===== config.mk =====
export PLATFORM = sky130hd
export DESIGN_NAME = spe_interp
export DESIGN_NICKNAME = d
export VERILOG_FILES = /design/src/design/spe_pkg.sv /design/src/design/spe_interp.sv
export SDC_FILE = /design/constraint.sdc
export NUM_CORES = 1
export LEC_CHECK = 0
export BUFFER_PORTS_ARGS = -buffer_cell sky130_fd_sc_hd__buf_2
export CAP_MARGIN = 0
export CORE_AREA = 5 5 255 183
export DETAILED_ROUTE_END_ITERATION = 8
export DIE_AREA = 0 0 260 188
export PLACE_DENSITY = 0.56
export RECOVER_POWER = 50
export SLEW_MARGIN = 10
export SYNTH_ARGS = -nofsm -noshare
export SYNTH_HDL_FRONTEND = slang
export SYNTH_SLANG_ARGS = --single-unit

===== constraint.sdc =====
create_clock -name clk -period 16.05 [get_ports clk]
set_clock_uncertainty 0.1 [all_clocks]
set_input_delay 0.8025 -clock clk [delete_from_list [all_inputs] [get_ports clk]]
set_output_delay 0.8025 -clock clk [all_outputs]
set_load 0.01 [all_outputs]

===== src/design/spe_pkg.sv =====
// spe_pkg: shared constants, command and register codes, and payload types
// for the sample playback engine. Depends on nothing; every other file
// refers to it by scoped names.
package spe_pkg;

  // Sizes
  localparam int unsigned SAMPLE_DEPTH = 65536;
  localparam int unsigned FRAC_BITS    = 16;
  localparam int unsigned ADDR_W       = $clog2(SAMPLE_DEPTH);
  localparam int unsigned IDX_W        = 17;                 // index, count, window end
  localparam int unsigned POS_W        = FRAC_BITS + IDX_W;  // fixed-point position
  localparam int unsigned RATE_W       = 19;
  localparam int unsigned START_W      = 16;
  localparam int unsigned CMD_W        = 3;
  localparam int unsigned SMP_W        = 16;
  localparam int unsigned CFG_IDX_W    = 3;
  localparam int unsigned CFG_DATA_W   = 19;

  // Command queue between front and back end
  localparam int unsigned CQ_DEPTH = 4;
  localparam int unsigned CQ_PTR_W = $clog2(CQ_DEPTH);
  localparam int unsigned CQ_CNT_W = $clog2(CQ_DEPTH + 1);

  // Result queue
  localparam int unsigned OQ_DEPTH = 4;
  localparam int unsigned OQ_PTR_W = $clog2(OQ_DEPTH);
  localparam int unsigned OQ_CNT_W = $clog2(OQ_DEPTH + 1);

  // Command field codes
  localparam logic [CMD_W-1:0] CMD_TICK       = 3'd0;
  localparam logic [CMD_W-1:0] CMD_REC_START  = 3'd1;
  localparam logic [CMD_W-1:0] CMD_REC_SAMPLE = 3'd2;
  localparam logic [CMD_W-1:0] CMD_REC_STOP   = 3'd3;
  localparam logic [CMD_W-1:0] CMD_TRIGGER    = 3'd4;
  localparam logic [CMD_W-1:0] CMD_STOP       = 3'd5;

  // Configuration register indexes
  localparam logic [CFG_IDX_W-1:0] CFG_PLAY_RATE    = 3'd0;
  localparam logic [CFG_IDX_W-1:0] CFG_WINDOW_START = 3'd1;
  localparam logic [CFG_IDX_W-1:0] CFG_WINDOW_END   = 3'd2;
  localparam logic [CFG_IDX_W-1:0] CFG_LOOP_ENABLE  = 3'd3;
  localparam logic [CFG_IDX_W-1:0] CFG_REVERSE      = 3'd4;

  // Decoded operation held in the command queue
  typedef enum logic [2:0] {
    OP_TICK       = 3'd0,
    OP_REC_START  = 3'd1,
    OP_REC_SAMPLE = 3'd2,
    OP_REC_STOP   = 3'd3,
    OP_TRIGGER    = 3'd4,
    OP_STOP       = 3'd5
  } op_t;

  typedef struct packed {
    logic [CMD_W-1:0]        command;
    logic signed [SMP_W-1:0] sample_in;
  } in_item_t;

  typedef struct packed {
    logic signed [SMP_W-1:0] sample_out;
    logic                    playing;
  } out_item_t;

  typedef struct packed {
    op_t              op;
    logic [SMP_W-1:0] sample;
  } cmd_entry_t;

  typedef struct packed {
    logic [RATE_W-1:0]  play_rate;
    logic [START_W-1:0] window_start;
    logic [IDX_W-1:0]   window_end;
    logic               loop_enable;
    logic               reverse_enable;
  } cfg_t;

  // Fetched neighbours and flags of one tick, back end to interpolator
  typedef struct packed {
    logic                    zero;
    logic                    playing;
    logic [FRAC_BITS-1:0]    frac;
    logic signed [SMP_W-1:0] s0;
    logic signed [SMP_W-1:0] s1;
  } tick_res_t;

endpackage


===== src/design/spe_interp.sv =====
// spe_interp: linear interpolation pipeline and result queue, with the
// credit count that lets the back end start a tick. Depends on spe_pkg.
module spe_interp (
  input  logic                     clk,
  input  logic                     rst_n,
  input  logic                     res_vld,
  input  spe_pkg::tick_res_t       res,
  input  logic                     tick_start,
  output logic                     credit_ok,
  input  logic                     out_pop,
  output logic                     out_empty,
  output spe_pkg::out_item_t       out_data
);

  localparam int unsigned SW     = spe_pkg::SMP_W;
  localparam int unsigned FB     = spe_pkg::FRAC_BITS;
  localparam int unsigned DIFF_W = SW + 1;
  localparam int unsigned PROD_W = DIFF_W + FB + 1;

  // Stage 1: product of difference and fraction
  logic                     v1_r;
  logic                     zero1_r, play1_r;
  logic signed [SW-1:0]     s0_1_r;
  logic signed [PROD_W-1:0] prod1_r, prod1_nxt;
  logic signed [DIFF_W-1:0] diff;
  logic signed [FB:0]       frac_s;

  // Stage 2: product truncated toward zero
  logic                     v2_r;
  logic                     zero2_r, play2_r;
  logic signed [SW-1:0]     s0_2_r;
  logic signed [DIFF_W-1:0] q2_r, q2_nxt;
  logic signed [PROD_W-1:0] biased, shifted;
  logic [PROD_W-1:0]        bias;
  logic signed [DIFF_W:0]   sum;

  // Result queue and credits
  spe_pkg::out_item_t             oq_r [spe_pkg::OQ_DEPTH];
  spe_pkg::out_item_t             wr_item;
  logic [spe_pkg::OQ_PTR_W-1:0]   wr_ptr_r, rd_ptr_r;
  logic [spe_pkg::OQ_CNT_W-1:0]   cnt_r, cnt_nxt;
  logic [spe_pkg::OQ_CNT_W-1:0]   inflight_r, inflight_nxt;
  logic                           wr_en, rd_en;

  assign diff      = $signed({res.s1[SW-1], res.s1}) - $signed({res.s0[SW-1], res.s0});
  assign frac_s    = $signed({1'b0, res.frac});
  assign prod1_nxt = PROD_W'(diff) * PROD_W'(frac_s);

  // Bias a negative product so the arithmetic shift rounds toward zero
  assign bias    = {{(PROD_W - FB){1'b0}}, {FB{prod1_r[PROD_W-1]}}};
  assign biased  = prod1_r + $signed(bias);
  assign shifted = biased >>> FB;
  assign q2_nxt  = shifted[DIFF_W-1:0];

  assign sum     = $signed({s0_2_r[SW-1], s0_2_r[SW-1], s0_2_r}) +
                   $signed({q2_r[DIFF_W-1], q2_r});
  assign wr_item = '{sample_out: zero2_r ? '0 : sum[SW-1:0], playing: play2_r};

  always_ff @(posedge clk) begin
    if (!rst_n) begin
      v1_r <= 1'b0;
      v2_r <= 1'b0;
    end else begin
      v1_r <= res_vld;
      v2_r <= v1_r;
    end
  end

  always_ff @(posedge clk) begin
    zero1_r <= res.zero;
    play1_r <= res.playing;
    s0_1_r  <= res.s0;
    prod1_r <= prod1_nxt;
    zero2_r <= zero1_r;
    play2_r <= play1_r;
    s0_2_r  <= s0_1_r;
    q2_r    <= q2_nxt;
  end

  assign wr_en     = v2_r;
  assign out_empty = (cnt_r == '0);
  assign rd_en     = out_pop && !out_empty;
  assign out_data  = oq_r[rd_ptr_r];
  assign credit_ok = (inflight_r < spe_pkg::OQ_CNT_W'(spe_pkg::OQ_DEPTH));

  // Occupancy of the queue and results owed to it
  always_comb begin
    cnt_nxt = cnt_r;
    if (wr_en && !rd_en) begin
      cnt_nxt = cnt_r + 1'b1;
    end else if (rd_en && !wr_en) begin
      cnt_nxt = cnt_r - 1'b1;
    end
    inflight_nxt = inflight_r;
    if (tick_start && !rd_en) begin
      inflight_nxt = inflight_r + 1'b1;
    end else if (rd_en && !tick_start) begin
      inflight_nxt = inflight_r - 1'b1;
    end
  end

  always_ff @(posedge clk) begin
    if (!rst_n) begin
      wr_ptr_r   <= '0;
      rd_ptr_r   <= '0;
      cnt_r      <= '0;
      inflight_r <= '0;
    end else begin
      if (wr_en) begin
        wr_ptr_r <= wr_ptr_r + 1'b1;
      end
      if (rd_en) begin
        rd_ptr_r <= rd_ptr_r + 1'b1;
      end
      cnt_r      <= cnt_nxt;
      inflight_r <= inflight_nxt;
    end
  end

  always_ff @(posedge clk) begin
    if (wr_en) begin
      oq_r[wr_ptr_r] <= wr_item;
    end
  end

  // Credits keep the queue from overflowing
  a_no_overflow: assert property (@(posedge clk) disable iff (!rst_n)
    wr_en |-> (cnt_r != spe_pkg::OQ_CNT_W'(spe_pkg::OQ_DEPTH)) || rd_en)
    else $error("result queue overflow");

  // Queued results are always covered by outstanding credits
  a_credit_cover: assert property (@(posedge clk) disable iff (!rst_n)
    cnt_r <= inflight_r)
    else $error("result queue holds more than was started");

endmodule


# Word-level counts from Yosys, hierarchy flattened
# Memory sizes are Yosys's and may differ from the RTL's. A register that Yosys moved wholly into a read port is not among the register bits.
# Cells that the tools add are included.
# op_classes
add_sub_neg	9
n_mul	1
order_cmp	1
n_mux	9
reduce_logical	12
# op_table
cell	n
17-bit by 17-bit multiplier with 34-bit output	1
32-bit by 17-bit adder with 32-bit output	1
16-bit by 16-bit subtractor with 17-bit output	1
16-bit adder	1
16-bit 2-to-1 mux	1
3-bit 2-to-1 mux	4
3-bit by 1-bit adder with 3-bit output (second input constant)	2
3-bit by 1-bit subtractor with 3-bit output (second input constant)	2
1-bit logical AND	5
2-bit by 1-bit adder with 2-bit output (second input constant)	2
1-bit zero test	4
2-bit 2-to-1 mux	2
2-bit nonzero test	2
3-bit zero test	1
3-bit less-than comparator (second input constant)	1
1-bit 2-to-1 mux	2
# word_totals
regBits	98
ramBits	68
in_bits	55
out_inout_bits	19
word_cells	47
mem_count	1
# mem_list
name	words	word_bits	read_ports	rd_ports_with_merged_regs	wr	line_no	text
oq_r	4	17	1	1	1	spe_interp.sv:38	spe_pkg::out_item_t oq_r [spe_pkg::OQ_DEPTH];

# Longest topological paths before layout
# logic_depth
ltp_word	6
ltp_mapped	36
mapped_depth_nobuf	34

# Least setup slack after synthesis
# OpenSTA, ideal clock, no wires.
# synth_timing
path_kind	input to register
start	in res[0] (netlist bit)
end	reg prod1_r[33]
setup_ps	72
t_arrival_ps	8585
required_ps	15878
slack_ps	7293
cell_stages	34
path_buffers	2
cell_sequence	inv_1 -> ha_1 -> inv_1 -> fa_1 -> a21o_1 -> a21o_1 -> a21oi_1 -> o21ai_1 -> a41oi_1 -> a211oi_1 -> nand3_1 -> a41o_1 -> clkbuf_1 -> and2_1 -> fa_1 -> fa_1 -> clkbuf_1 -> xnor2_1 -> xnor2_1 -> fa_1 -> fa_1 -> inv_1 -> fa_1 -> inv_1 -> ha_1 -> a21o_1 -> a21o_1 -> a21oi_1 -> inv_1 -> a31oi_1 -> a21oi_1 -> a2111o_1 -> a21oi_1 -> xnor2_1
# synth_via
elab_chain_cells	2
# synth_lines
item	line_no	text
from (decl)	spe_interp.sv:7	input spe_pkg::tick_res_t res,
16-bit by 16-bit subtractor with 17-bit output	spe_interp.sv:45	assign diff = $signed({res.s1[SW-1], res.s1}) - $signed({res.s0[SW-1], res.s0});
17-bit by 17-bit multiplier with 34-bit output	spe_interp.sv:47	assign prod1_nxt = PROD_W'(diff) * PROD_W'(frac_s);
named net prod1_nxt[33]	spe_interp.sv:24	logic signed [PROD_W-1:0] prod1_r, prod1_nxt;
to (signal assigned)	spe_interp.sv:73	prod1_r <= prod1_nxt;
to (decl)	spe_interp.sv:24	
# The timed path passes the listed nets, and every way through them passes these cells.
# A chain may end at the register's enable or synchronous reset.

# Final worst setup path
# Ends and elaborated chain as after synthesis.

==> impl_results.md <==
* Hold path endpoint: s0_2_r[5]
* # nets final at 2233
* P&R area growth vs syn at 9.65%
* CTS sink cnt at 167
* Number of synthesized flops with an enable pin at 68
* Post-DR wirelength/cell at 15.9 um
* DRT iter0 DRCs at 576
* Setup TNS Final at 0 ns
* Cell with the most instances after synthesis: inv_1
* Vias in the first global route at 11.9k
* Initial core utilization at 0.393
* Slowest CP cell: a41o_1
* TritonCTS clock tree: yes
* Post-synth top cells: inv_1, fa_1, nand2_1
* DIE AREA at 48900 sq um
* Synth warn at 0
* Syn Nets at 2180
* Routability cong. at 0.824
* Worst Setup End Kind: flip-flop
* Most common cell on crit path: fa_1
* RSZ-0062 raised after global routing: no
* Cts hold-fix bufs at 0
* Die Width at 260 um
* Largest net degree at the start of global routing at 25
* Final antenna-violating net count at 0
* Critical path type: in2reg
* Via/cell ratio at 4.65
* Layout cells sized above 1 at 0.0755
* Max clock buf depth at 2
* # resized after CTS at 0
* CP Data Arrival Time at 9.89 ns
* First-pass GRT wire length at 63500 um
* Post-place instance area at 18400 sq um
* WHS Path Cells at 0
* Hold Crit Class: reg2reg
* I/O pin count at 74
* Placed wire-length estimate at 30800 um
* Yosys top cell by area: fa_1
* Predominant post-synthesis flop cell: dfxtp_1
* Share of synthesized registers carrying an async set or reset at 0
* Post-CTS setup repair buffer count at 0
* Yosys top cell area share at 0.320
* Drt pass-1 iters at 4
* Die H at 188 um
* Worst Reg-to-Reg Cells at 10
* FF+latch count, synth at 167
* Relative slew slack at 0.125
* Post-Synthesis Mean Instance Area at 10.1 sq um
* CTS Buf Count at 17
* Minimum clock period at 9.64 ns
* WHS at 0.223 ns
* Max-cap violations at 0
* R2R setup slack at 13.02 ns
* DRC Markers at 0
* Reg2reg end: q2_r[8]
* # port buffers at 73
* Final Hold Viols at 0
* Worst-Margin Slew at 1.31 ns
* Crit-path max cell delay at 0.72 ns
* Routed via count at 11.1k
* Status: completed
* # rows at 65
* N_diodes at 0
* Drt total wl at 37900 um
* Distinct cells, synth at 54
* Synthesized area at 17300 sq um
* F_max at 0.104 GHz
* CTS root buf: clkbuf_16
* Gr ovfl total at 0
* Final setup fails at 0
* Clock latency at the later pin of the worst-skew pair at 0.42 ns
* Slew Viols, Final at 0
* Filler cells at 4274
* Nature of the critical path startpoint: input pin
* H-tree levels at 4
* Fin area at 19000 sq um
* Min-delay src: s0_1_r[5]
* Final period utilization at 0.601
* Sequential area share after synthesis at 0.232
* Gr usage total at 0.162
* Clock transition at the registers of the reported paths at 0.06 ns
* Critical Path RT at 16.30 ns
* Crit path max fanout at 24
* Area of the core at 44200 sq um
* Reg-to-Reg Start: prod1_r[33]
* Initial antenna violation count at 0
* Largest cells by area after synthesis: fa_1, edfxtp_1, dfxtp_1
* Post-synthesis cell count at 1709
-- cells by family (layout without fill, tap and decap cells) --
| kind of cell | count (synthesis) | count (layout) | share of synthesized area |
|---|---|---|---|
| muxes | 20 | 20 | 0.0238 |
| DFF | 167 | 167 | 0.232 |
| and+or+nand+nor | 438 | 438 | 0.127 |
| AOI/OAI and AO/OA | 144 | 144 | 0.0558 |
| xor gates and xnor gates | 90 | 90 | 0.0455 |
| buffers and inverters | 430 | 496 | 0.0933 |
| adders and majority gates | 420 | 420 | 0.423 |
-- state kept, by name (all words and copies together), names as in the netlist, named ones only --
| name | flops |
|---|---|
| zero1_r | 1 |
| s0_2_r | 16 |
| inflight_r | 3 |
| s0_1_r | 16 |
| zero2_r | 1 |
| v2_r | 1 |
| rd_ptr_r | 2 |
| v1_r | 1 |
| play1_r | 1 |
| play2_r | 1 |
| cnt_r | 3 |
| prod1_r | 33 |
| q2_r | 16 |
| wr_ptr_r | 2 |
| oq_r | 68 |
-- per-layer routing --
layer | vias up | global-route usage | share of wire
met5 | - | 0 | 0
met4 | 0 | 0.0242 | 0.0069
met3 | 18 | 0.0257 | 0.046
met2 | 193 | 0.247 | 0.43
met1 | 5511 | 0.249 | 0.52
li1 | 5345 | - | -
-- stage by stage --
step / setup slack, ns / std cells / util
2_1_floorplan: 7.29 / 1709 / -
3_3_place_gp: 6.17 / 2346 / 0.417
3_5_place_dp: 5.94 / 2346 / 0.417
4_1_cts: 6.36 / 2378 / 0.431
5_1_grt: 5.76 / 2378 / 0.430
6_report: 6.41 / 2378 / 0.430
-- critical path, delay by kind of cell --
| family | cells | cell delay (ns) |
|---|---|---|
| buffers and inverters | 6 | 0.37 |
| AOI/OAI and AO/OA | 14 | 3.53 |
| xor gates and xnor gates | 3 | 0.99 |
| adders and majority gates | 8 | 3.69 |
| and+or+nand+nor | 2 | 0.47 |
-- layout by cell type, fill, tap and decap left out, types with 44 or more instances in the layout --
| cell type | Yosys | routed |
|---|---|---|
| buf_2 | 3 | 61 |
| ha_1 | 139 | 139 |
| nand2_1 | 164 | 164 |
| fa_1 | 277 | 277 |
| and2_1 | 141 | 132 |
| a21oi_1 | 47 | 47 |
| xnor2_1 | 70 | 67 |
| edfxtp_1 | 68 | 68 |
| dfxtp_1 | 99 | 99 |
| inv_1 | 379 | 381 |
| nor2_1 | 45 | 44 |
-- worst max path at each step --
stage / start / end / cells past startpoint
after detailed placement: res[0] / prod1_r[33] / 33
after global placement: res[0] / prod1_r[33] / 33
after floorplan: res[0] / prod1_r[33] / 34
final: res[0] / prod1_r[33] / 33
after global routing: res[0] / prod1_r[33] / 33
after CTS: res[0] / prod1_r[33] / 33
-- area by class of cell --
type                       count  area (sq um)  area share
multi-input combinational   1112         11700       0.618
sequential                   167          4020       0.212
inverter                     379          1420      0.0748
tap                          603           754      0.0397
clock buffer                  21           482      0.0253
timing repair buffer          85           440      0.0232
clock inverter                11           144     0.00757
Power is not shown: default switching activity piles up to over one toggle a cycle in this logic, so the estimate is an artifact.
