$ cat config.mk
export PLATFORM = sky130hd
export DESIGN_NAME = spe_front
export DESIGN_NICKNAME = d
export VERILOG_FILES = /design/src/design/spe_pkg.sv /design/src/design/spe_front.sv
export SDC_FILE = /design/constraint.sdc
export NUM_CORES = 1
export LEC_CHECK = 0
export BUFFER_PORTS_ARGS = -buffer_cell sky130_fd_sc_hd__buf_4
export CAP_MARGIN = 30
export CORE_AREA = 2 2 90 92
export DETAILED_ROUTE_END_ITERATION = 8
export DIE_AREA = 0 0 92 94
export MAX_ROUTING_LAYER = met4
export PLACE_DENSITY_LB_ADDON = 0.05
export SETUP_SLACK_MARGIN = 0.1
export SLEW_MARGIN = 20
export SYNTH_ARGS = -nofsm -noshare
export SYNTH_HDL_FRONTEND = slang
export SYNTH_SLANG_ARGS = --single-unit
export TNS_END_PERCENT = 1
$ cat constraint.sdc
create_clock -name clk -period 2.7 [get_ports clk]
set_input_delay 0.135 -clock clk [delete_from_list [all_inputs] [get_ports clk]]
set_output_delay 0.135 -clock clk [all_outputs]
set_load 0.01 [all_outputs]
$ cat src/design/spe_pkg.sv
// spe_pkg: shared constants, command and register codes, and payload types
// for the sample playback engine. Depends on nothing; every other file
// refers to it by scoped names.
package spe_pkg;

  // Sizes
  localparam int unsigned SAMPLE_DEPTH = 65536;
  localparam int unsigned FRAC_BITS    = 16;
  localparam int unsigned ADDR_W       = $clog2(SAMPLE_DEPTH);
  localparam int unsigned IDX_W        = 17;                 // index, count, window end
  localparam int unsigned POS_W        = FRAC_BITS + IDX_W;  // fixed-point position
  localparam int unsigned RATE_W       = 19;
  localparam int unsigned START_W      = 16;
  localparam int unsigned CMD_W        = 3;
  localparam int unsigned SMP_W        = 16;
  localparam int unsigned CFG_IDX_W    = 3;
  localparam int unsigned CFG_DATA_W   = 19;

  // Command queue between front and back end
  localparam int unsigned CQ_DEPTH = 4;
  localparam int unsigned CQ_PTR_W = $clog2(CQ_DEPTH);
  localparam int unsigned CQ_CNT_W = $clog2(CQ_DEPTH + 1);

  // Result queue
  localparam int unsigned OQ_DEPTH = 4;
  localparam int unsigned OQ_PTR_W = $clog2(OQ_DEPTH);
  localparam int unsigned OQ_CNT_W = $clog2(OQ_DEPTH + 1);

  // Command field codes
  localparam logic [CMD_W-1:0] CMD_TICK       = 3'd0;
  localparam logic [CMD_W-1:0] CMD_REC_START  = 3'd1;
  localparam logic [CMD_W-1:0] CMD_REC_SAMPLE = 3'd2;
  localparam logic [CMD_W-1:0] CMD_REC_STOP   = 3'd3;
  localparam logic [CMD_W-1:0] CMD_TRIGGER    = 3'd4;
  localparam logic [CMD_W-1:0] CMD_STOP       = 3'd5;

  // Configuration register indexes
  localparam logic [CFG_IDX_W-1:0] CFG_PLAY_RATE    = 3'd0;
  localparam logic [CFG_IDX_W-1:0] CFG_WINDOW_START = 3'd1;
  localparam logic [CFG_IDX_W-1:0] CFG_WINDOW_END   = 3'd2;
  localparam logic [CFG_IDX_W-1:0] CFG_LOOP_ENABLE  = 3'd3;
  localparam logic [CFG_IDX_W-1:0] CFG_REVERSE      = 3'd4;

  // Decoded operation held in the command queue
  typedef enum logic [2:0] {
    OP_TICK       = 3'd0,
    OP_REC_START  = 3'd1,
    OP_REC_SAMPLE = 3'd2,
    OP_REC_STOP   = 3'd3,
    OP_TRIGGER    = 3'd4,
    OP_STOP       = 3'd5
  } op_t;

  typedef struct packed {
    logic [CMD_W-1:0]        command;
    logic signed [SMP_W-1:0] sample_in;
  } in_item_t;

  typedef struct packed {
    logic signed [SMP_W-1:0] sample_out;
    logic                    playing;
  } out_item_t;

  typedef struct packed {
    op_t              op;
    logic [SMP_W-1:0] sample;
  } cmd_entry_t;

  typedef struct packed {
    logic [RATE_W-1:0]  play_rate;
    logic [START_W-1:0] window_start;
    logic [IDX_W-1:0]   window_end;
    logic               loop_enable;
    logic               reverse_enable;
  } cfg_t;

  // Fetched neighbours and flags of one tick, back end to interpolator
  typedef struct packed {
    logic                    zero;
    logic                    playing;
    logic [FRAC_BITS-1:0]    frac;
    logic signed [SMP_W-1:0] s0;
    logic signed [SMP_W-1:0] s1;
  } tick_res_t;

endpackage

$ cat src/design/spe_front.sv
// spe_front: accepts requests, decodes the command field and queues the
// decoded operations for the back end. Depends on spe_pkg.
module spe_front (
  input  logic                clk,
  input  logic                rst_n,
  input  logic                in_push,
  output logic                in_full,
  input  spe_pkg::in_item_t   in_data,
  input  logic                q_pop,
  output logic                q_valid,
  output spe_pkg::cmd_entry_t q_head
);

  spe_pkg::cmd_entry_t              cq_r [spe_pkg::CQ_DEPTH];
  logic [spe_pkg::CQ_PTR_W-1:0]     wr_ptr_r, wr_ptr_nxt;
  logic [spe_pkg::CQ_PTR_W-1:0]     rd_ptr_r, rd_ptr_nxt;
  logic [spe_pkg::CQ_CNT_W-1:0]     cnt_r, cnt_nxt;
  spe_pkg::op_t                     dec_op;
  logic                             dec_known;
  logic                             wr_en, rd_en;

  // Command decode; codes six and seven are dropped
  always_comb begin
    dec_op    = spe_pkg::OP_TICK;
    dec_known = 1'b1;
    unique case (in_data.command)
      spe_pkg::CMD_TICK:       dec_op = spe_pkg::OP_TICK;
      spe_pkg::CMD_REC_START:  dec_op = spe_pkg::OP_REC_START;
      spe_pkg::CMD_REC_SAMPLE: dec_op = spe_pkg::OP_REC_SAMPLE;
      spe_pkg::CMD_REC_STOP:   dec_op = spe_pkg::OP_REC_STOP;
      spe_pkg::CMD_TRIGGER:    dec_op = spe_pkg::OP_TRIGGER;
      spe_pkg::CMD_STOP:       dec_op = spe_pkg::OP_STOP;
      default:                 dec_known = 1'b0;
    endcase
  end

  assign in_full = (cnt_r == spe_pkg::CQ_CNT_W'(spe_pkg::CQ_DEPTH));
  assign q_valid = (cnt_r != '0);
  assign q_head  = cq_r[rd_ptr_r];
  assign wr_en   = in_push && !in_full && dec_known;
  assign rd_en   = q_pop && q_valid;

  // Queue pointers and fill count
  always_comb begin
    wr_ptr_nxt = wr_en ? wr_ptr_r + 1'b1 : wr_ptr_r;
    rd_ptr_nxt = rd_en ? rd_ptr_r + 1'b1 : rd_ptr_r;
    cnt_nxt    = cnt_r;
    if (wr_en && !rd_en) begin
      cnt_nxt = cnt_r + 1'b1;
    end else if (rd_en && !wr_en) begin
      cnt_nxt = cnt_r - 1'b1;
    end
  end

  always_ff @(posedge clk) begin
    if (!rst_n) begin
      wr_ptr_r <= '0;
      rd_ptr_r <= '0;
      cnt_r    <= '0;
    end else begin
      wr_ptr_r <= wr_ptr_nxt;
      rd_ptr_r <= rd_ptr_nxt;
      cnt_r    <= cnt_nxt;
    end
  end

  // Queue storage
  always_ff @(posedge clk) begin
    if (wr_en) begin
      cq_r[wr_ptr_r] <= '{op: dec_op, sample: in_data.sample_in};
    end
  end

  // The back end never takes from an empty queue
  a_pop_nonempty: assert property (@(posedge clk) disable iff (!rst_n)
    q_pop |-> q_valid)
    else $error("command queue popped while empty");

  // A dropped command leaves the fill count alone unless the back end pops
  a_drop_no_fill: assert property (@(posedge clk) disable iff (!rst_n)
    (in_push && !in_full && !dec_known && !q_pop) |=> $stable(cnt_r))
    else $error("unknown command entered the queue");

endmodule

; ---- Yosys cells after proc, flatten, opt, wreduce, memory -nomap -nowiden
; Memories as Yosys holds them, arrays and structs flattened. A register that Yosys moved wholly into a read port is not among the register bits.
; Cells that the tools add are included.
[classes]
add_sub_neg = 4
reduce_logical = 12
mux = 8
n_eq_ne = 6
[op_table]
columns = operator, count
row1 = one-hot mux 3 bit (5 select lines), 1
row2 = "== test 3 bit, second input constant", 3
row3 = "== test 3 x 2 -> 1 bit, second input constant", 2
row4 = two-way mux 3 bit, 2
row5 = OR reduction 6 bit, 1
row6 = logical AND 1 bit, 5
row7 = "adder 2 x 1 -> 2 bit, second input constant", 2
row8 = two-way mux 2 bit, 2
row9 = "adder 3 x 1 -> 3 bit, second input constant", 1
row10 = "== test 3 x 1 -> 1 bit, second input constant", 1
row11 = zero test 1 bit, 3
row12 = zero test 3 bit, 1
row13 = two-way mux 1 bit, 3
row14 = nonzero test 3 bit, 1
row15 = "subtractor 3 x 1 -> 3 bit, second input constant", 1
row16 = nonzero test 2 bit, 1
[totals]
n_memories = 1
out_inout_bits = 21
word_cells = 34
inputBits = 23
ramBits = 76
regBits = 7
[mem_list]
columns = name, words, width, rd, rd_ports_with_merged_regs, wr, line
row1 = cq_r, 4, 19, 1, 1, 1, spe_front.sv:14  ; spe_pkg::cmd_entry_t cq_r [spe_pkg::CQ_DEPTH];

; ---- Longest topological paths before layout
; Gate-level depths: netlist of the first run.
[depth]
word_depth = 8
ltp_mapped = 8
ltp_nobuf = 8

; ---- Least setup slack after synthesis of the first run
; OpenSTA, ideal clock, no wires.
[synth_path]
path_type = register -> register
from = reg cnt_r[0] (netlist name)
to = reg cnt_r[2] (netlist name)
path_stages_with_launch = 9
setup_ps = 76
synth_period_minus_slack_ps = 2150
t_required_ps = 2624
t_arrival_ps = 2075
n_path_buf = 0
slack_ps = 550
cell_sequence = dfxtp_1 -> nor3b_2 -> nor3b_4 -> ha_1 -> inv_1 -> fa_1 -> xor2_1 -> or3_1 -> a21boi_0
[synth_between]
elab_chain_cells = 7
elab_cells_between_ends = 15
cone_classes = add/sub (2) / eq/ne (1) / mux (2) / reduce/logical (10)
[synth_rtl]
columns = item, line
row1 = from (decl), spe_front.sv:17  ; logic [spe_pkg::CQ_CNT_W-1:0] cnt_r, cnt_nxt;
row2 = from (signal assigned), spe_front.sv:63  ; cnt_r <= cnt_nxt;
row3 = == test 3 bit *, spe_front.sv:37  ; assign in_full = (cnt_r == spe_pkg::CQ_CNT_W'(spe_pkg::CQ_DEPTH));
row4 = net in_full, spe_front.sv:7  ; output logic in_full,
row5 = zero test 1 bit *, spe_front.sv:40  ; assign wr_en = in_push && !in_full && dec_known;
row6 = logical AND 1 bit * (2 in a row), spe_front.sv:40
row7 = net wr_en, spe_front.sv:20  ; logic wr_en, rd_en;
row8 = zero test 1 bit, spe_front.sv:50  ; end else if (rd_en && !wr_en) begin
row9 = logical AND 1 bit, spe_front.sv:50
row10 = nonzero test 2 bit (no line), n/a
; Mark *: on every way through the listed nets, which the timed path passes. The rest lies on a longest branch. The select of a mux whose other input is x is not followed.
; A chain may end at the register's enable or synchronous reset.

; ---- Worst setup path after layout of the first run
[layout_path]
from = reg cnt_r[0] (netlist name)
to = reg cnt_r[2] (netlist name)
[layout_between]
elab_chain_cells = 7
elab_cells_between_ends = 15
cone_classes = add/sub (2) / eq/ne (1) / mux (2) / reduce/logical (10)
[layout_rtl]
columns = item, line
row1 = == test 3 bit *, spe_front.sv:37
row2 = zero test 1 bit *, spe_front.sv:40
row3 = logical AND 1 bit * (2 in a row), spe_front.sv:40
row4 = net wr_en, spe_front.sv:20
row5 = zero test 1 bit, spe_front.sv:50
row6 = logical AND 1 bit, spe_front.sv:50
row7 = nonzero test 2 bit (no line), n/a
; Marks and branches as above.

==> results of run 1 <==
[final cells by class]
class	count	area [sq um]	area share (%)
timing repair buffer	65	528	12.7
sequential	85	2460	59.0
tap	102	128	3.06
inverter	5	18.8	0.450
clock inverter	6	86.3	2.07
clock buffer	10	128	3.06
multi-input combinational	59	820	19.7
[logic make-up after synthesis]
logic type,Yosys count,synth area share (%)
xor gates and xnor gates,4,1.05
and+or+nand+nor,18,3.55
DFF,85,73.6
muxes,22,14.7
AOI/OAI and AO/OA,6,1.61
buffers and inverters,10,1.91
adders and majority gates,9,3.59
[through the flow]
step	std cells	utilization (%)
2_1_floorplan	154	-
3_3_place_gp	300	49.9
3_5_place_dp	300	49.9
4_1_cts	332	54.8
5_1_grt	332	54.8
6_report	332	54.8
[power by group through the flow]
stage	Sequential (W)	Combinational, W	Clock (W)
after global routing	0.00165	0.000999	0.00103
after floorplan	0.00165	0.000600	0
final	0.00164	0.000915	0.000945
after detailed placement	0.00167	0.000918	0
after global placement	0.00166	0.000900	0
after CTS	0.00164	0.000942	0.000974
[cell usage after synthesis, drive strengths merged, types with 2 or more instances]
master	instances
nor3b	2
ha	8
mux2i	3
and2	8
inv	5
xnor2	3
mux4	19
dfxtp	9
edfxtp	76
buf	4
or3	2
nand2	4
[metal layers]
metal,wire (um),track usage [%],vias up
met5,0,-,-
met4,94,5.97,0
met3,178,2.65,8
met2,2800,23.4,31
met1,2270,16.9,804
li1,-,-,761
[critical path: stages (launching register included)]
cell      delay (ps)
dfxtp_1          500
nor3b_2          120
nor3b_4          330
ha_1             260
inv_1             70
fa_1             370
xor2_1           160
or3_1            300
a21boi_0         170
[how the worst min path moves through the flow]
stage / startpoint / end / slack [ps] / cells past startpoint
floorplan: in_data[0] / cq_r[0][0] / 230 / 0
global placement: in_data[11] / cq_r[0][11] / 330 / 1
detailed placement: in_data[10] / cq_r[0][10] / 340 / 1
CTS: rst_n / rd_ptr_r[0] / 70 / 2
global route: rst_n / flip-flop / 80 / 2
finish: rst_n / flip-flop / 80 / 2
[registers in the layout (all words and copies together), names as in the netlist, named ones only]
signal / cells
cnt_r: 3
rd_ptr_r: 2
wr_ptr_r: 2
cq_r: 76
==> out/qor.yml, run 1 <==
power_and_ir_drop:
  fin_total_pwr_w: 0.00350
  power_density_nw_per_um2: 838
  vdd_drop_max_uv: 406
  clock_power_share_pct: 27.0
  power_report.internal_total_w: 0.00259
  combPwrFrac_pct: 26.2
  p_leak_nw: 1.49
  p_sw_share_pct: 25.8
  p_switching_w: 0.000903
  power_frac_seq_pct: 46.8
synth:
  ys_types: 27
  ys_top_cells_by_area: "edfxtp_1 (68%), mux4_1 (7.1%), mux4_2 (6.7%)"
  synthCells: 154
  ys_ff_latch: 85
  netlist.area_leader.share_pct: 68.2
  syn-num-nets: 186
  netlist_area_sq_um: 3350
  yosysWarningCount: 0
  synth_edf_count: 76
  postSynth.asyncResetShare_pct: 0
  synth-seq-area-share_pct: 73.6
  ys.flop_type: "edfxtp_1"
  syn_avg_cell_area_sq_um: 21.7
  synth_top_area_cell: "edfxtp_1"
setup_path:
  critical_path_arrival_ps: 2610
  cp_max_fo: 7
  cp-startpoint: "cnt_r[0]"
  r2r_cells: 8
  cp-end-kind: "flip-flop"
  endpoint: "cnt_r[2]"
  reg2reg_to: "cnt_r[2]"
  critPathLaunchType: "flip-flop"
  path_class: "flip-flop to flip-flop"
  rr_startpoint: "cnt_r[0]"
  required_ps: 2960
  reg2reg_slack_ps: 350
global_route:
  grt.total_usage_pct: 14.0
  grt_pass1_vias: 1700
  grt_max_degree: 20
  grt_pass1_wl_mm: 8.61
  grt_antenna_before_repair: 0
  grt.overflow.total: 0
floorplan:
  dieArea_sq_um: 8650
  core_sq_um: 7610
  initial_core_util_pct: 44.0
  rows: 32
  pin_count: 44
  die_w_um: 92
  fp.dieH_um: 94
detailed_routing:
  ant_nets: 0
  via_count: 1604
  wl_per_cell_um: 16.1
  totalWireLength_mm: 5.34
  drc: 0
  drtIter0Drc: 69
  drt_pass1_iterations: 4
  via_per_inst: 4.83
clocking:
  tritoncts: "yes"
  cts_hold_buf: 16
  cts.sinks: 85
  clockRootBuffer: "clkbuf_8"
  h-tree-depth: 3
  cts_setup_buffers: 0
  clkTransAtPathRegs_ps: 80
  clk_latency_ps: 340
  ctsResizeCount: 0
  cts_buffers: 9
  cts_buffer_depth: 2
final_layout:
  nFillCells: 651
  design_area_sq_um: 4170
  nets: 257
  area_growth_pct: 24.6
  mostFrequentLayoutCells: "edfxtp_1 (76), buf_4 (49), dlygate4sd3_1 (16), mux4_2 (10)"
  layout_commonest_cell: "edfxtp_1"
  drive_above_1_share_pct: 33.9
  antenna_cells: 0
sta:
  rsz0062_at_grt: "no"
  whs_ps: 82.1
  tns_ps: 0
  hold_viol: 0
  max_slew.worst_pin.slew_ps: 365
  finalCriticalPeriod_ps: 2350
  fin_ws_ps: 349
  period_share_pct: 87.1
  max_slew_margin_pct: 75.6
  fin_worst_skew_ps: 7.98
  setup_viol: 0
  maxSlewViolCount: 0
  fmax_ghz: 0.425
hold_path:
  hp-class: "primary input to flip-flop"
placement:
  dpl_cell_area_sq_um: 3800
  portBuffers: 43
  dp_worst_setup_slack_ps: 359
  hpwlAfterDp_mm: 3.40
  gp_congestion: 0.708
status:
  outcome: "complete, no violations"
run:
  drv_cap: 0
Note: power is estimated with default switching activity, not from simulation.
==> inputs of run 2 (changes only) <==
Settings changed: RECOVER_POWER set to 100, SKIP_CTS_REPAIR_TIMING set to 1.
==> run 2 against run 1 <==
  * Die area unchanged
  * Sequential share of layout area increased by 2.5 points
  * Hold slack about the same
  * Flip-flop and latch count unchanged
  * Register-to-register slack about the same
  * Largest cell class unchanged
==> out/qor.yml, run 2 (same netlist as run 1, synthesis figures left out) <==
detailed_routing:
  wl_per_cell_um: 16.2
  totalWireLength_mm: 5.39
  via_per_inst: 4.89
  via_count: 1624
  drtIter0Drc: 87
  drt_pass1_iterations: 4
  drc: 0
  ant_nets: 0
placement:
  dpl_cell_area_sq_um: 3800
  portBuffers: 43
  gp_congestion: 0.708
  hpwlAfterDp_mm: 3.40
clocking:
  clockRootBuffer: "clkbuf_8"
  h-tree-depth: 3
  tritoncts: "yes"
  cts_buffer_depth: 2
  clk_latency_ps: 340
  cts_buffers: 9
  cts.sinks: 85
  clkTransAtPathRegs_ps: 80
floorplan:
  die_w_um: 92
  core_sq_um: 7610
  dieArea_sq_um: 8650
  rows: 32
  pin_count: 44
  fp.dieH_um: 94
  initial_core_util_pct: 44.0
setup_path:
  required_ps: 2950
  critical_path_arrival_ps: 2600
  cp-end-kind: "flip-flop"
  cp_max_fo: 7
  critPathLaunchType: "flip-flop"
  path_class: "flip-flop to flip-flop"
run:
  drv_cap: 0
final_layout:
  nets: 257
  top_register: "cq_r"
  design_area_sq_um: 4000
  drive_above_1_share_pct: 16.5
  area_growth_pct: 19.6
  fin_util_pct: 52.6
  antenna_cells: 0
  reg.largest.list: "cq_r x76, cnt_r x3"
  layout_commonest_cell: "edfxtp_1"
  mostFrequentLayoutCells: "edfxtp_1 (76), clkbuf_1 (38), dlygate4sd3_1 (16), mux4_2 (10)"
  largest_reg_flops: 76
sta:
  fmax_ghz: 0.427
  period_share_pct: 86.8
  rsz0062_at_grt: "no"
  tns_ps: 0
  maxSlewViolCount: 0
  fin_worst_skew_ps: 9.14
  setup_viol: 0
  hold_viol: 0
  whs_ps: 82.4
  max_slew.worst_pin.slew_ps: 712
  max_slew_margin_pct: 52.5
  finalCriticalPeriod_ps: 2340
global_route:
  grt_antenna_before_repair: 0
  use_met3_pct: 2.65
  use_met1_pct: 16.6
  grt_max_degree: 20
  grt_pass1_wl_mm: 8.47
  grt_pass1_vias: 1658
  gr-usage-met2_pct: 23.2
  grt.total_usage_pct: 13.8
  grt.overflow.total: 0
  busiest_layer: "met2"
status:
  outcome: "complete, no violations"
power_and_ir_drop:
  power_density_nw_per_um2: 840
  vdd_drop_max_uv: 406
  p_leak_nw: 1.34
hold_path:
  hp-class: "primary input to flip-flop"
[run 2: cell types whose count changed in the layout (fill, tap and decap cells not counted), sizes merged]
cell / change
buf: -42
clkbuf: +42
[run 2: worst paths after layout]
path	slack, ps	endpoint	depth (start not counted)	start
worst min register to register	520	wr_ptr_r[0]	2	wr_ptr_r[0]
worst max register to register	360	cnt_r[2]	8	cnt_r[0]
worst max-delay path	360	cnt_r[2]	8	cnt_r[0]
worst min-delay path	80	flip-flop	2	rst_n
[run 2: layer usage]
layer / up-vias / share of wire [%]
li1: 763 / -
met1: 825 / 44
met2: 29 / 52
met3: 7 / 3.2
met4: 0 / 1.6
met5: - / 0
[run 2: cell type report]
type	instances	area [sq um]
Multi-Input combinational cell	59	802
Inverter	5	18.8
Clock buffer	10	128
Clock inverter	6	86.3
Sequential cell	85	2460
Tap cell	102	128
Fill cell	673	3610
Timing Repair Buffer	65	377
[run 2: stage by stage]
step	power [W]	setup WS (ps)	instances
floorplan	0.00225	550	154
CTS	0.00354	325	316
global placement	0.00256	498	300
detailed placement	0.00259	359	300
global route	0.00353	133	332
finish	0.00336	356	332
[run 2: worst max-delay path, stage by stage (launching register included)]
cell and delay (ps):
dfxtp_1 450, nor3b_1 140, nor3b_4 330, ha_1 260
inv_1 70, fa_1 370, xor2_1 160, or3_1 310
a21boi_0 180
[run 2: where the power goes]
part	total [W]	switching [W]	internal, W
clock	0.000949	0.000428	0.000521
sequential	0.00163	0.0000605	0.00157
combinational	0.000786	0.000408	0.000378
